[src/hdl/ftwm_pkg.sv]
// ============================================================================
// ftwm_pkg: frame time window monitor shared definitions
// Widths, item types, register indexes, health codes and helpers.
// ============================================================================
package ftwm_pkg;

    localparam int WINDOW_DEPTH  = 64;
    localparam int TIME_BITS     = 20;
    localparam int BUDGET_BITS   = 20;
    localparam int WSIZE_BITS    = 7;
    localparam int PASS_BITS     = 8;
    localparam int CNT_BITS      = $clog2(WINDOW_DEPTH + 1);
    localparam int HEALTH_BITS   = 2;
    localparam int UTIL_BITS     = 16;
    localparam int Q_FRAC        = 8;
    localparam int SLOT_BITS     = (WINDOW_DEPTH > 1) ? $clog2(WINDOW_DEPTH) : 1;
    localparam int SUM_BITS      = TIME_BITS + CNT_BITS;
    localparam int DIV_BITS      = (SUM_BITS > TIME_BITS + Q_FRAC) ? SUM_BITS
                                                                  : TIME_BITS + Q_FRAC;
    localparam int DVS_BITS      = (BUDGET_BITS > CNT_BITS) ? BUDGET_BITS : CNT_BITS;
    localparam int DCNT_BITS     = $clog2(DIV_BITS + 1);
    localparam int PROD_BITS     = CNT_BITS + 7;
    localparam int CFG_INDEX_BITS = 1;
    localparam int CFG_DATA_BITS = 20;

    // register indexes
    localparam logic [CFG_INDEX_BITS-1:0] CFG_WINDOW_SIZE = 1'b0;
    localparam logic [CFG_INDEX_BITS-1:0] CFG_BUDGET_TIME = 1'b1;

    localparam logic [WSIZE_BITS-1:0]  WSIZE_RESET  = 7'd64;
    localparam logic [BUDGET_BITS-1:0] BUDGET_RESET = 20'd16667;

    // item codes
    localparam logic FUNC_RECORD = 1'b0;
    localparam logic FUNC_CLEAR  = 1'b1;

    // health codes
    localparam logic [HEALTH_BITS-1:0] HEALTH_EXCELLENT = 2'd0;
    localparam logic [HEALTH_BITS-1:0] HEALTH_GOOD      = 2'd1;
    localparam logic [HEALTH_BITS-1:0] HEALTH_WARNING   = 2'd2;
    localparam logic [HEALTH_BITS-1:0] HEALTH_CRITICAL  = 2'd3;

    // violation thresholds in percent
    localparam int PCT_SCALE  = 100;
    localparam int PCT_GOOD   = 5;
    localparam int PCT_WARN   = 15;
    localparam int PCT_CRIT   = 35;

    localparam int UTIL_MAX = (1 << UTIL_BITS) - 1;

    typedef struct packed {
        logic                  func;
        logic [TIME_BITS-1:0]  frame_time;
        logic [PASS_BITS-1:0]  passes_run;
    } ftwm_req_t;

    typedef struct packed {
        logic [CNT_BITS-1:0]    frame_count;
        logic [TIME_BITS-1:0]   mean_time;
        logic [TIME_BITS-1:0]   least_time;
        logic [TIME_BITS-1:0]   most_time;
        logic [PASS_BITS-1:0]   most_passes;
        logic [CNT_BITS-1:0]    over_budget;
        logic [HEALTH_BITS-1:0] health;
        logic [UTIL_BITS-1:0]   utilization;
    } ftwm_rsp_t;

    typedef struct packed {
        logic [TIME_BITS-1:0] duration;
        logic [PASS_BITS-1:0] passes;
    } ftwm_entry_t;

    // window size clamped to 1..WINDOW_DEPTH
    function automatic logic [CNT_BITS-1:0] eff_window(input logic [WSIZE_BITS-1:0] ws);
        logic [CNT_BITS-1:0] w;
        if (ws == '0)
            w = CNT_BITS'(1);
        else if (ws > WSIZE_BITS'(WINDOW_DEPTH))
            w = CNT_BITS'(WINDOW_DEPTH);
        else
            w = CNT_BITS'(ws);
        return w;
    endfunction

endpackage

[src/hdl/ftwm_ring.sv]
// ============================================================================
// ftwm_ring: frame history memory
// One write port and one registered read port over the duration/pass ring.
// ============================================================================
module ftwm_ring (
    input  logic                          clk,
    input  logic                          wr_en,
    input  logic [ftwm_pkg::SLOT_BITS-1:0] wr_addr,
    input  ftwm_pkg::ftwm_entry_t         wr_data,
    input  logic [ftwm_pkg::SLOT_BITS-1:0] rd_addr,
    output ftwm_pkg::ftwm_entry_t         rd_data
);
    import ftwm_pkg::*;

    ftwm_entry_t mem [WINDOW_DEPTH];
    ftwm_entry_t rd_data_reg;

    always_ff @(posedge clk)
    begin
        if (wr_en)
        begin
            mem[wr_addr] <= wr_data;
        end
        rd_data_reg <= mem[rd_addr];
    end

    assign rd_data = rd_data_reg;

endmodule

[src/hdl/ftwm_div.sv]
// ============================================================================
// ftwm_div: shared unsigned divider
// Restoring divider, one quotient bit per cycle, DIV_BITS steps per division.
// ============================================================================
module ftwm_div (
    input  logic                          clk,
    input  logic                          rst_n,
    input  logic                          start,
    input  logic [ftwm_pkg::DIV_BITS-1:0] dividend,
    input  logic [ftwm_pkg::DVS_BITS-1:0] divisor,
    output logic                          busy,
    output logic                          done,
    output logic [ftwm_pkg::DIV_BITS-1:0] quotient
);
    import ftwm_pkg::*;

    logic                 busy_reg;
    logic                 done_reg;
    logic [DCNT_BITS-1:0] cnt_reg;
    logic [DIV_BITS-1:0]  quo_reg;
    logic [DVS_BITS-1:0]  rem_reg;
    logic [DVS_BITS-1:0]  dvs_reg;

    logic [DVS_BITS:0]    shifted;
    logic [DVS_BITS:0]    diff;
    logic                 fits;

    // shift in the next dividend bit and try the subtract
    assign shifted = {rem_reg, quo_reg[DIV_BITS-1]};
    assign diff    = shifted - {1'b0, dvs_reg};
    assign fits    = ~diff[DVS_BITS];

    always_ff @(posedge clk or negedge rst_n)
    begin
        if (!rst_n)
        begin
            busy_reg <= 1'b0;
            done_reg <= 1'b0;
            cnt_reg  <= '0;
            quo_reg  <= '0;
            rem_reg  <= '0;
            dvs_reg  <= '0;
        end
        else if (start)
        begin
            busy_reg <= 1'b1;
            done_reg <= 1'b0;
            cnt_reg  <= '0;
            quo_reg  <= dividend;
            rem_reg  <= '0;
            dvs_reg  <= divisor;
        end
        else if (busy_reg)
        begin
            rem_reg <= fits ? diff[DVS_BITS-1:0] : shifted[DVS_BITS-1:0];
            quo_reg <= {quo_reg[DIV_BITS-2:0], fits};
            cnt_reg <= cnt_reg + 1'b1;
            if (cnt_reg == DCNT_BITS'(DIV_BITS - 1))
            begin
                busy_reg <= 1'b0;
                done_reg <= 1'b1;
            end
        end
        else
        begin
            done_reg <= 1'b0;
        end
    end

    assign busy     = busy_reg;
    assign done     = done_reg;
    assign quotient = quo_reg;

endmodule

[src/hdl/frame_time_window_monitor_top.sv]
// ============================================================================
// frame_time_window_monitor_top: sliding-window frame time statistics
// Ring of recent frames, scan sequencer and shared divider for mean and
// utilization.
// ============================================================================
//
//  channel   signals                          direction  item
//  req       req_valid req_stall req_item      in         record / clear
//  rsp       rsp_valid rsp_stall rsp_item      out        window statistics
//  cfg       cfg_we cfg_index cfg_data         in         register write
//
//  a record item runs from its acceptance through a scan of frame_count ring
//  entries over the ring's registered read port, two 28-step divisions on the
//  shared divider and the load of the output register before the next item is
//  taken; a zero budget skips the second division; a clear item goes straight
//  to the load of the output register
//  req_stall is high from acceptance until the result is loaded into the
//  output register; a waiting result does not block the next item
//  reset needs no clearing pass; ring entries are read only once written
//
module frame_time_window_monitor_top (
    input  logic                                 clk,
    input  logic                                 rst_n,
    input  logic                                 req_valid,
    output logic                                 req_stall,
    input  ftwm_pkg::ftwm_req_t                  req_item,
    output logic                                 rsp_valid,
    input  logic                                 rsp_stall,
    output ftwm_pkg::ftwm_rsp_t                  rsp_item,
    input  logic                                 cfg_we,
    input  logic [ftwm_pkg::CFG_INDEX_BITS-1:0]  cfg_index,
    input  logic [ftwm_pkg::CFG_DATA_BITS-1:0]   cfg_data
);
    import ftwm_pkg::*;

    typedef enum logic [2:0] {
        S_IDLE,
        S_SCAN,
        S_MEAN_GO,
        S_MEAN_WAIT,
        S_UTIL_GO,
        S_UTIL_WAIT,
        S_DONE
    } state_t;

    state_t                  state_reg;
    logic [WSIZE_BITS-1:0]   window_size_reg;
    logic [BUDGET_BITS-1:0]  budget_reg;
    logic [SLOT_BITS-1:0]    slot_reg;
    logic [CNT_BITS-1:0]     held_reg;
    logic [SLOT_BITS-1:0]    rd_ptr_reg;
    logic [CNT_BITS-1:0]     issue_reg;
    logic                    rd_pend_reg;
    logic [SUM_BITS-1:0]     sum_reg;
    logic [TIME_BITS-1:0]    least_reg;
    logic [TIME_BITS-1:0]    most_reg;
    logic [PASS_BITS-1:0]    mostp_reg;
    logic [CNT_BITS-1:0]     over_reg;
    logic [TIME_BITS-1:0]    mean_reg;
    logic [UTIL_BITS-1:0]    util_reg;
    logic                    rsp_valid_reg;
    ftwm_rsp_t               rsp_item_reg;

    logic                    accept;
    logic [CNT_BITS-1:0]     win;
    logic [CNT_BITS-1:0]     held_rec;
    logic [CNT_BITS-1:0]     win_cfg;
    logic [SLOT_BITS-1:0]    slot_inc;
    logic [SLOT_BITS-1:0]    ptr_dec;

    logic                    ring_we;
    ftwm_entry_t             ring_wdata;
    ftwm_entry_t             ring_rdata;

    logic                    div_start;
    logic                    div_busy;
    logic                    div_done;
    logic [DIV_BITS-1:0]     div_dividend;
    logic [DVS_BITS-1:0]     div_divisor;
    logic [DIV_BITS-1:0]     div_quotient;

    logic [PROD_BITS-1:0]    v100;
    logic [HEALTH_BITS-1:0]  health;
    logic                    out_free;
    ftwm_rsp_t               result;

    assign accept   = req_valid && !req_stall;
    assign win      = eff_window(window_size_reg);
    assign held_rec = (held_reg < win) ? held_reg + 1'b1 : win;
    assign win_cfg  = eff_window(cfg_data[WSIZE_BITS-1:0]);
    assign slot_inc = (slot_reg == SLOT_BITS'(WINDOW_DEPTH - 1)) ? '0 : slot_reg + 1'b1;
    assign ptr_dec  = (rd_ptr_reg == '0) ? SLOT_BITS'(WINDOW_DEPTH - 1) : rd_ptr_reg - 1'b1;

    assign ring_we             = accept && (req_item.func == FUNC_RECORD);
    assign ring_wdata.duration = req_item.frame_time;
    assign ring_wdata.passes   = req_item.passes_run;

    ftwm_ring u_ring (
        .clk     (clk),
        .wr_en   (ring_we),
        .wr_addr (slot_reg),
        .wr_data (ring_wdata),
        .rd_addr (rd_ptr_reg),
        .rd_data (ring_rdata)
    );

    assign div_start    = (state_reg == S_MEAN_GO) || (state_reg == S_UTIL_GO);
    assign div_dividend = (state_reg == S_UTIL_GO) ? DIV_BITS'({mean_reg, Q_FRAC'(0)})
                                                   : DIV_BITS'(sum_reg);
    assign div_divisor  = (state_reg == S_UTIL_GO) ? DVS_BITS'(budget_reg)
                                                   : DVS_BITS'(held_reg);

    ftwm_div u_div (
        .clk      (clk),
        .rst_n    (rst_n),
        .start    (div_start),
        .dividend (div_dividend),
        .divisor  (div_divisor),
        .busy     (div_busy),
        .done     (div_done),
        .quotient (div_quotient)
    );

    // violation rate against the thresholds, exact in integers
    assign v100 = PROD_BITS'(over_reg) * PROD_BITS'(PCT_SCALE);

    always_comb
    begin
        if (held_reg == '0)
            health = HEALTH_EXCELLENT;
        else if (v100 < PROD_BITS'(held_reg) * PROD_BITS'(PCT_GOOD))
            health = HEALTH_EXCELLENT;
        else if (v100 < PROD_BITS'(held_reg) * PROD_BITS'(PCT_WARN))
            health = HEALTH_GOOD;
        else if (v100 < PROD_BITS'(held_reg) * PROD_BITS'(PCT_CRIT))
            health = HEALTH_WARNING;
        else
            health = HEALTH_CRITICAL;
    end

    always_comb
    begin
        result = '0;
        result.frame_count = held_reg;
        if (held_reg != '0)
        begin
            result.mean_time   = mean_reg;
            result.least_time  = least_reg;
            result.most_time   = most_reg;
            result.most_passes = mostp_reg;
            result.over_budget = over_reg;
            result.health      = health;
            result.utilization = util_reg;
        end
    end

    assign out_free = !rsp_valid_reg || !rsp_stall;

    always_ff @(posedge clk or negedge rst_n)
    begin
        if (!rst_n)
        begin
            state_reg       <= S_IDLE;
            window_size_reg <= WSIZE_RESET;
            budget_reg      <= BUDGET_RESET;
            slot_reg        <= '0;
            held_reg        <= '0;
            rd_ptr_reg      <= '0;
            issue_reg       <= '0;
            rd_pend_reg     <= 1'b0;
            sum_reg         <= '0;
            least_reg       <= '0;
            most_reg        <= '0;
            mostp_reg       <= '0;
            over_reg        <= '0;
            mean_reg        <= '0;
            util_reg        <= '0;
            rsp_valid_reg   <= 1'b0;
            rsp_item_reg    <= '0;
        end
        else
        begin
            // in S_DONE the output register is reloaded instead
            if (rsp_valid_reg && !rsp_stall && (state_reg != S_DONE))
            begin
                rsp_valid_reg <= 1'b0;
            end

            if (cfg_we)
            begin
                case (cfg_index)
                    CFG_WINDOW_SIZE:
                    begin
                        window_size_reg <= cfg_data[WSIZE_BITS-1:0];
                        // shrinking the window drops the oldest frames at once
                        if (held_reg > win_cfg)
                            held_reg <= win_cfg;
                    end
                    CFG_BUDGET_TIME:
                    begin
                        budget_reg <= cfg_data[BUDGET_BITS-1:0];
                    end
                    default:
                    begin
                    end
                endcase
            end

            case (state_reg)
                S_IDLE:
                begin
                    if (accept)
                    begin
                        issue_reg   <= '0;
                        rd_pend_reg <= 1'b0;
                        sum_reg     <= '0;
                        least_reg   <= '1;
                        most_reg    <= '0;
                        mostp_reg   <= '0;
                        over_reg    <= '0;
                        mean_reg    <= '0;
                        util_reg    <= '0;
                        if (req_item.func == FUNC_CLEAR)
                        begin
                            held_reg  <= '0;
                            slot_reg  <= '0;
                            state_reg <= S_DONE;
                        end
                        else
                        begin
                            held_reg   <= held_rec;
                            slot_reg   <= slot_inc;
                            rd_ptr_reg <= slot_reg;
                            state_reg  <= S_SCAN;
                        end
                    end
                end

                S_SCAN:
                begin
                    // newest first: one read issued per cycle, data taken from the registered read port
                    if (issue_reg != held_reg)
                    begin
                        issue_reg  <= issue_reg + 1'b1;
                        rd_ptr_reg <= ptr_dec;
                    end
                    rd_pend_reg <= (issue_reg != held_reg);
                    if (rd_pend_reg)
                    begin
                        sum_reg <= sum_reg + SUM_BITS'(ring_rdata.duration);
                        if (ring_rdata.duration < least_reg)
                            least_reg <= ring_rdata.duration;
                        if (ring_rdata.duration > most_reg)
                            most_reg <= ring_rdata.duration;
                        if (ring_rdata.passes > mostp_reg)
                            mostp_reg <= ring_rdata.passes;
                        if (ring_rdata.duration > budget_reg)
                            over_reg <= over_reg + 1'b1;
                    end
                    if ((issue_reg == held_reg) && !rd_pend_reg)
                        state_reg <= S_MEAN_GO;
                end

                S_MEAN_GO:
                begin
                    state_reg <= S_MEAN_WAIT;
                end

                S_MEAN_WAIT:
                begin
                    if (div_done)
                    begin
                        mean_reg <= div_quotient[TIME_BITS-1:0];
                        if (budget_reg == '0)
                        begin
                            // zero budget saturates any nonzero mean
                            util_reg  <= (div_quotient[TIME_BITS-1:0] != '0) ? '1 : '0;
                            state_reg <= S_DONE;
                        end
                        else
                        begin
                            state_reg <= S_UTIL_GO;
                        end
                    end
                end

                S_UTIL_GO:
                begin
                    state_reg <= S_UTIL_WAIT;
                end

                S_UTIL_WAIT:
                begin
                    if (div_done)
                    begin
                        if (div_quotient > DIV_BITS'(UTIL_MAX))
                            util_reg <= '1;
                        else
                            util_reg <= div_quotient[UTIL_BITS-1:0];
                        state_reg <= S_DONE;
                    end
                end

                S_DONE:
                begin
                    if (out_free)
                    begin
                        rsp_item_reg  <= result;
                        rsp_valid_reg <= 1'b1;
                        state_reg     <= S_IDLE;
                    end
                end

                default:
                begin
                    state_reg <= S_IDLE;
                end
            endcase
        end
    end

    assign req_stall = (state_reg != S_IDLE);
    assign rsp_valid = rsp_valid_reg;
    assign rsp_item  = rsp_item_reg;

    a_div_start_idle: assert property (@(posedge clk) disable iff (!rst_n)
        div_start |-> !div_busy)
        else $error("divider started while busy");

    a_held_bounded: assert property (@(posedge clk) disable iff (!rst_n)
        held_reg <= CNT_BITS'(WINDOW_DEPTH))
        else $error("frame count beyond ring depth");

    a_scan_nonempty: assert property (@(posedge clk) disable iff (!rst_n)
        (state_reg == S_SCAN) |-> (held_reg != '0) && (issue_reg <= held_reg))
        else $error("scan on empty window or past frame count");

    a_div_done_waiting: assert property (@(posedge clk) disable iff (!rst_n)
        div_done |-> (state_reg == S_MEAN_WAIT) || (state_reg == S_UTIL_WAIT))
        else $error("divider result with nobody waiting");

    a_empty_result: assert property (@(posedge clk) disable iff (!rst_n)
        $rose(rsp_valid_reg) && (rsp_item_reg.frame_count == '0) |->
            (rsp_item_reg.mean_time == '0) && (rsp_item_reg.health == HEALTH_EXCELLENT)
            && (rsp_item_reg.utilization == '0))
        else $error("empty window result not zero");

endmodule
[config.mk]
export PLATFORM = sky130hd
export DESIGN_NAME = frame_time_window_monitor_top
export DESIGN_NICKNAME = d
export VERILOG_FILES = /design/src/hdl/ftwm_pkg.sv /design/src/hdl/ftwm_ring.sv /design/src/hdl/ftwm_div.sv /design/src/hdl/frame_time_window_monitor_top.sv
export SDC_FILE = /design/constraint.sdc
export NUM_CORES = 2
export LEC_CHECK = 0
export BUFFER_PORTS_ARGS = -buffer_cell sky130_fd_sc_hd__buf_2
export CORE_ASPECT_RATIO = 1.1
export CORE_UTILIZATION = 45
export DETAILED_ROUTE_END_ITERATION = 10
export PLACE_DENSITY_LB_ADDON = 0.2
export SYNTH_ARGS = -nofsm -noshare
export SYNTH_HDL_FRONTEND = slang
export SYNTH_SLANG_ARGS = --single-unit
[constraint.sdc]
create_clock -name clk -period 6.49 [get_ports clk]
set_clock_uncertainty 0.1 [all_clocks]
set_input_delay 0.649 -clock clk [delete_from_list [all_inputs] [get_ports clk]]
set_output_delay 0.649 -clock clk [all_outputs]
set_load 0.1 [all_outputs]
* After elaboration in Yosys (flattened, before gate mapping)
Memory sizes are Yosys's and may differ from the RTL's. A register that Yosys moved wholly into a read port is not among the register bits. Cells that the tools add are included.
Word-level totals: flip-flop bits (word level) 351, RAM bits 1792, input bits 55, memories 1
Memory list:
- u_ring.mem | depth 64, width 28, read ports 1, clocked after Yosys merged registers in 1, write ports 1, RTL line ftwm_ring.sv:15 | ftwm_entry_t mem [WINDOW_DEPTH];
Operators by class: $add $sub $neg 8, multiply operators 4, order comparisons 12, eq/ne operators 25, mux-type cells 83, bitwise logic cells 3, reductions and logical operators 39
Operators with widths (count):
- 20-bit two-way mux | 11
- 20-bit one-hot mux with 2 select lines | 3
- 7-bit two-way mux | 15
- 16-bit two-way mux | 6
- 93-bit two-way mux | 1
- 28-bit two-way mux | 3
- 27-bit two-way mux | 2
- 27-bit one-hot mux with 2 select lines | 1
- 16-bit one-hot mux with 3 select lines | 1
- 20-bit > comparator | 2
- 6-bit two-way mux | 6
- 28-bit by 16-bit > comparator with 1-bit output, second input constant | 1
- 7-bit one-hot mux with 2 select lines | 2
- 27-bit by 20-bit adder with 27-bit output | 1
- 8-bit two-way mux | 3
- 2-bit inequality test, second input constant | 11
- 7-bit by 1-bit adder with 7-bit output, second input constant | 3
- 7-bit logical NOT | 3
- 3-bit one-hot mux with 7 select lines | 1
- 21-bit by 20-bit subtractor with 21-bit output | 1
- 20-bit logical NOT | 1
- 20-bit less-than comparator | 1
- 4-bit AND reduction | 5
- 20-bit nonzero test | 1
- 42 further kinds | 89

* Logic depth before layout (Yosys ltp)
word-level depth 9, mapped depth 21

* By module
From an unflattened synthesis, not the netlist that was laid out.
Second synthesis, totals: cells, all modules 5383, area, all modules 91584.1 um^2
Modules (own cells, without submodules):
- ftwm_ring | instances 1, cells an instance 3105, area an instance 69195.1 um^2, seq. area each 54372.1 um^2
- frame_time_window_monitor_top | instances 1, cells an instance 1781, area an instance 17794.6 um^2, seq. area each 6915.4 um^2
- ftwm_div | instances 1, cells an instance 497, area an instance 4594.4 um^2, seq. area each 1876.8 um^2

* Least setup slack after synthesis
OpenSTA, ideal clock, no wires.
path kind register to register, start point register held_reg[2], end point register rsp_item_reg, in the netlist rsp_item[17], data arrival time 4.055 ns, required time 6.268 ns, slack 2.213 ns, cell stages (with the launch flop) 19, buffers on the path 0, clock period less this slack 4.277 ns, path through dfrtp_1 -> inv_1 -> fa_1 -> fa_1 -> inv_1 -> ha_1 -> a21oi_1 -> nor2_1 -> nor2_1 -> o21bai_1 -> a21oi_1 -> o21bai_1 -> a21oi_1 -> xnor2_1 -> ha_1 -> a21oi_1 -> o21ai_0 -> a2111o_1 -> a22o_1
On the way: word-level cells in the longest chain between the ends 6, elaborated cells on any way between the ends 10, classes of those cells 2 x mul; 2 x order compare; 4 x mux; 2 x reduce/logical
Ends and longest elaborated chain:
- start: declaration | RTL line frame_time_window_monitor_top.sv:50 | logic [CNT_BITS-1:0] held_reg;
- start signal: assignment | RTL line frame_time_window_monitor_top.sv:197 | held_reg <= win_cfg;
- start signal: assignment | RTL line frame_time_window_monitor_top.sv:231 | held_reg <= held_rec;
- 7-bit by 4-bit multiplier with 11-bit output | RTL line frame_time_window_monitor_top.sv:133 | else if (v100 < PROD_BITS'(held_reg) * PROD_BITS'(PCT_WARN))
- 14-bit by 11-bit less-than comparator with 1-bit output | RTL line frame_time_window_monitor_top.sv:133
- 2-bit two-way mux | RTL line frame_time_window_monitor_top.sv:133
- 2-bit two-way mux | RTL line frame_time_window_monitor_top.sv:131 | else if (v100 < PROD_BITS'(held_reg) * PROD_BITS'(PCT_GOOD))
- 2-bit two-way mux | RTL line frame_time_window_monitor_top.sv:129 | if (held_reg == '0)
- 93-bit two-way mux * | RTL line frame_time_window_monitor_top.sv:145 | if (held_reg != '0)
- end signal: assignment | RTL line frame_time_window_monitor_top.sv:308 | rsp_item_reg <= result;
- end: declaration | RTL line frame_time_window_monitor_top.sv:62 | ftwm_rsp_t rsp_item_reg;
Mark *: on every way between the ends. The rest lies on a longest branch, timed or not. A chain may end at the register's enable or synchronous reset.

* Worst setup path after layout
start point register held_reg[5], end point register rsp_item_reg, in the netlist rsp_item[16]
On the way: word-level cells in the longest chain between the ends 7, elaborated cells on any way between the ends 13, classes of those cells 3 x mul; 3 x order compare; 5 x mux; 2 x reduce/logical
Ends and longest elaborated chain:
- 7-bit by 6-bit multiplier with 13-bit output | RTL line frame_time_window_monitor_top.sv:135 | else if (v100 < PROD_BITS'(held_reg) * PROD_BITS'(PCT_CRIT))
- 14-bit by 13-bit less-than comparator with 1-bit output | RTL line frame_time_window_monitor_top.sv:135
- 1-bit two-way mux | RTL line frame_time_window_monitor_top.sv:135
- 2-bit two-way mux | RTL line frame_time_window_monitor_top.sv:133
- 2-bit two-way mux | RTL line frame_time_window_monitor_top.sv:131
- 2-bit two-way mux | RTL line frame_time_window_monitor_top.sv:129
- 93-bit two-way mux * | RTL line frame_time_window_monitor_top.sv:145
Marked as above.

==> metrics.md <==
| Metric | Value |
|---|---|
| Outcome | completed |
| Peak supply drop | 0.000670 V |
| Slew Viols, Final | 0 |
| Tmin final | between 4000 and 5000 ps |
| CTS tree | built |
| HPWL after DPL | ~140 mm |
| Largest net degree at the start of global routing | between 100 and 150 |
| Clock slew at reported path FFs | 60 ps |
| Worst Tran Pin Value | 1230 ps |
| Reg2Reg Depth | 20 |
| Worst skew pair latency | 860 ps |
| Initial antenna violation count | 22 |
| Clock Tree Buf Depth | 3 |
| GPL Wtd Cong | about 0.84 |
| GRT Total Usage | 22.3% |
| Layout cells sized above 1 | 24.4% |
| Final core utilization | 51.4% |
| CP cell instances | inv_1 -> ha_1 -> inv_1 -> ha_1 -> fa_1 -> ha_1 -> inv_1 -> o21ai_0 -> and2_1 -> o21ai_0 -> nand2_1 -> a21o_1 -> xnor2_1 -> ha_1 -> a21oi_1 -> nor2b_1 -> o21ai_0 -> nand3_1 -> nor3_1 -> a22oi_1 |
| Die Span X | 429 µm |
| Comb pwr share | 33.6% |
| EDFF count, synth | 1792 |
| WL final | about 220 mm |
| Die Ht | ~470 µm |
| Switching portion of total power | a little over a third |
| DR iter-0 viols | 4250 |
| First-pass GRT wire length | 328 mm |
| # rows | approximately 170 |
| Starting density of the core | 45.5% |
| Crit. Startpoint | held_reg[5] |
| Synthesized flop and latch total | 2171 |
| Power per cell area | 440 mW/mm² |
| Sequential-to-total area share from yosys stat | 70.1% |
| Crit path max-delay cell type | dfrtp_1 |
| CTS Buf Count | 218 |
| Clock power frac | 27.6% |
| # fillers | roughly 16k |
| DR DRC count | 0 |
| Total global routing overflow | 0 |
| CP max FO | 11 |
| Critical path arrival | about 5500 ps |
| Worst hold path class | in -> reg |
| Worst Path Buf+Inv | 3 |
| Worst path depth | 20 |
| Number of vias per cell | 5.83 |
| Post-DR wirelength/cell | ~28 µm |
| Number of global-route vias before repair | 46.8k |
| Core Area | roughly 0.20 mm² |
| Final Setup Violations | 0 |
| Full die area | about 0.2 mm² |
| Crit path max-delay family | adder cells |
| Highest clock rate | 206 MHz |
| Reg power frac | 38.7% |
| Post-route cell area | 0.102 mm² |
| Slew headroom | 18.1% |
| 1st-pass router iterations | 6 |
| Avg Inst Size Synth | 18.5 µm² |
| IO Pins | roughly 160 |
| Critical R2R Capture | rsp_item[16] |
| Max cap viols | 0 |
| CP peak stage delay | 690 ps |
| Clk root buf | clkbuf_16 |
| Tcrit/Tclk final | 74.8% |
| CTS sink cnt | ~2.2k |
| Post-Syn Nets | 5160 |
| Synth warn | 0 |
| Critical Path End | rsp_item[16] |
| RSZ-0062 raised after global routing | no |
| Post-CTS Setup Bufs | 0 |
| Area Growth Syn to Fin | 13.0% |
| P_int | 29.0 mW |
| Kind of critical path | reg -> reg |
| CP dominant cell by count | ha_1 |
| PortBufs | 156 |
| Critical Path RT | 7090 ps |
| Top FF cell, synth | edfxtp_1 |
| Max reg flops | 1792 |
| TNS Setup | 0 ps |
| Unique cell type count in the Yosys netlist | 76 |
| Switch Pwr | 15.8 mW |
| H-tree depth | 4 |
| Dpl cell area | about 0.095 mm² |
| Static Leak | 35.5 nW |
| Syn Inst Count | 4862 |
| Final nets | 5405 |
| Asr flop ratio synth | between 10% and 20% |
| Post-cts resize count | 0 |
| Hold Fails Final Rpt | 0 |
| Routed vias | about 46k |
| Remaining antenna violation count after routing | 0 |
| CP Launch Type | register |
| Reg2reg start | held_reg[5] |
| R2R Setup Slk | 1640 ps |
| Area of the mapped netlist | ~0.090 mm² |
| Critical Path Sink Type | register |
==> routing by layer <==
layer / track usage [%] / vias up / part of all wire, %
li1: - / 20100 / -
met1: 28.8 / 24200 / 40
met4: 6.94 / 6 / 3.0
met5: 0 / - / 0.015
met3: 4.40 / 309 / 6.3
met2: 37.9 / 1401 / 51
==> how the worst min path moves through the flow <==
| stage | from | endpoint | depth (start not counted) |
|---|---|---|---|
| after floorplan | rst_n | budget_reg[10] | 0 |
| after global placement | util_reg[4] | rsp_item[4] | 1 |
| after detailed placement | least_reg[15] | rsp_item[68] | 1 |
| after CTS | cfg_data[6] | window_size_reg[6] | 3 |
| after global routing | cfg_data[6] | window_size_reg[6] | 3 |
| final | rsp_stall | rsp_valid | 3 |
==> kinds of logic after synthesis <==
family	Yosys count	synth area share [%]
DFF	2171	70.1
muxes	721	16.2
and+or+nand+nor	649	3.22
AOI/OAI and AO/OA	601	4.39
buffers and inverters	396	1.78
adders and majority gates	243	3.52
xor gates and xnor gates	81	0.795
==> layout by cell type, fill, tap and decap left out, types with 42 or more instances in the layout <==
cell type,Yosys,final
inv_1,150,150
dfrtp_1,344,337
clkbuf_1,170,64
a22o_1,101,101
nor2_1,212,147
clkbuf_16,0,220
a21oi_1,134,132
nor2_4,0,65
o21ai_0,172,172
xnor2_1,49,49
nand2_1,225,224
a21o_1,47,47
mux2i_1,81,81
ha_1,225,225
buf_2,37,155
nand4_1,42,42
edfxtp_1,1792,1792
mux4_2,588,588
buf_4,11,78
==> worst register-to-register path: cells and delay by family (launching register included) <==
kind	cells	cell delay, ps
and+or+nand+nor	5	600
adders and majority gates	5	1810
DFF	1	690
buffers and inverters	3	520
xor gates and xnor gates	1	130
AOI/OAI and AO/OA	6	870
==> power by group through the flow <==
stage	combinational [mW]	sequential, mW	clock (mW)
3_5_place_dp	15.2	17.7	0
4_1_cts	15.3	17.4	12.6
5_1_grt	16.3	17.5	13.2
3_3_place_gp	15.1	17.6	0
2_1_floorplan	9.36	18.8	0
6_report	15.1	17.4	12.4
==> cell usage after synthesis, drive strengths merged, types with 41 or more instances <==
| library cell | n | area (µm²) |
|---|---|---|
| dfrtp | 344 | 8610 |
| buf | 74 | 395 |
| a21oi | 135 | 679 |
| a22o | 101 | 885 |
| mux4 | 588 | 13200 |
| nand3 | 41 | 205 |
| clkbuf | 170 | 638 |
| nor2 | 212 | 796 |
| inv | 151 | 567 |
| a21o | 47 | 353 |
| xnor2 | 50 | 445 |
| edfxtp | 1792 | 53800 |
| o21ai | 176 | 881 |
| nand2 | 225 | 845 |
| ha | 225 | 2820 |
| mux2 | 52 | 586 |
| nand4 | 42 | 263 |
| mux2i | 81 | 811 |
==> cell type report <==
class / instances / area (µm²) / area share (%)
multi-input cells: 2295 / 25900 / 25.5
repair buffers: 269 / 1870 / 1.83
clock inverters: 103 / 1050 / 1.03
inverters: 152 / 571 / 0.560
flip-flops and latches: 2171 / 63200 / 62.0
well taps: 2595 / 3250 / 3.19
diodes: 4 / 10.0 / 0.00983
clock buffers: 304 / 6010 / 5.90
==> metrics by stage <==
| stage | instances | setup WS [ps] | hold slack (ps) | power, mW |
|---|---|---|---|---|
| after floorplan | 4862 | 2210 | 253 | 28.2 |
| after global placement | 7461 | 1700 | 372 | 32.7 |
| after detailed placement | 7461 | 1630 | 378 | 32.8 |
| after CTS | 7889 | 1620 | 70.0 | 45.3 |
| after global routing | 7891 | 1230 | 118 | 46.9 |
| final | 7893 | 1640 | 138 | 44.8 |
==> timing repair <==
item / 4_1_cts / 5_1_grt
endpoints found under the hold margin: 131 / 0
hold buffers: 21 / 0
setup endpoints to repair: 0 / 0
(Power assumes the default switching activity.)
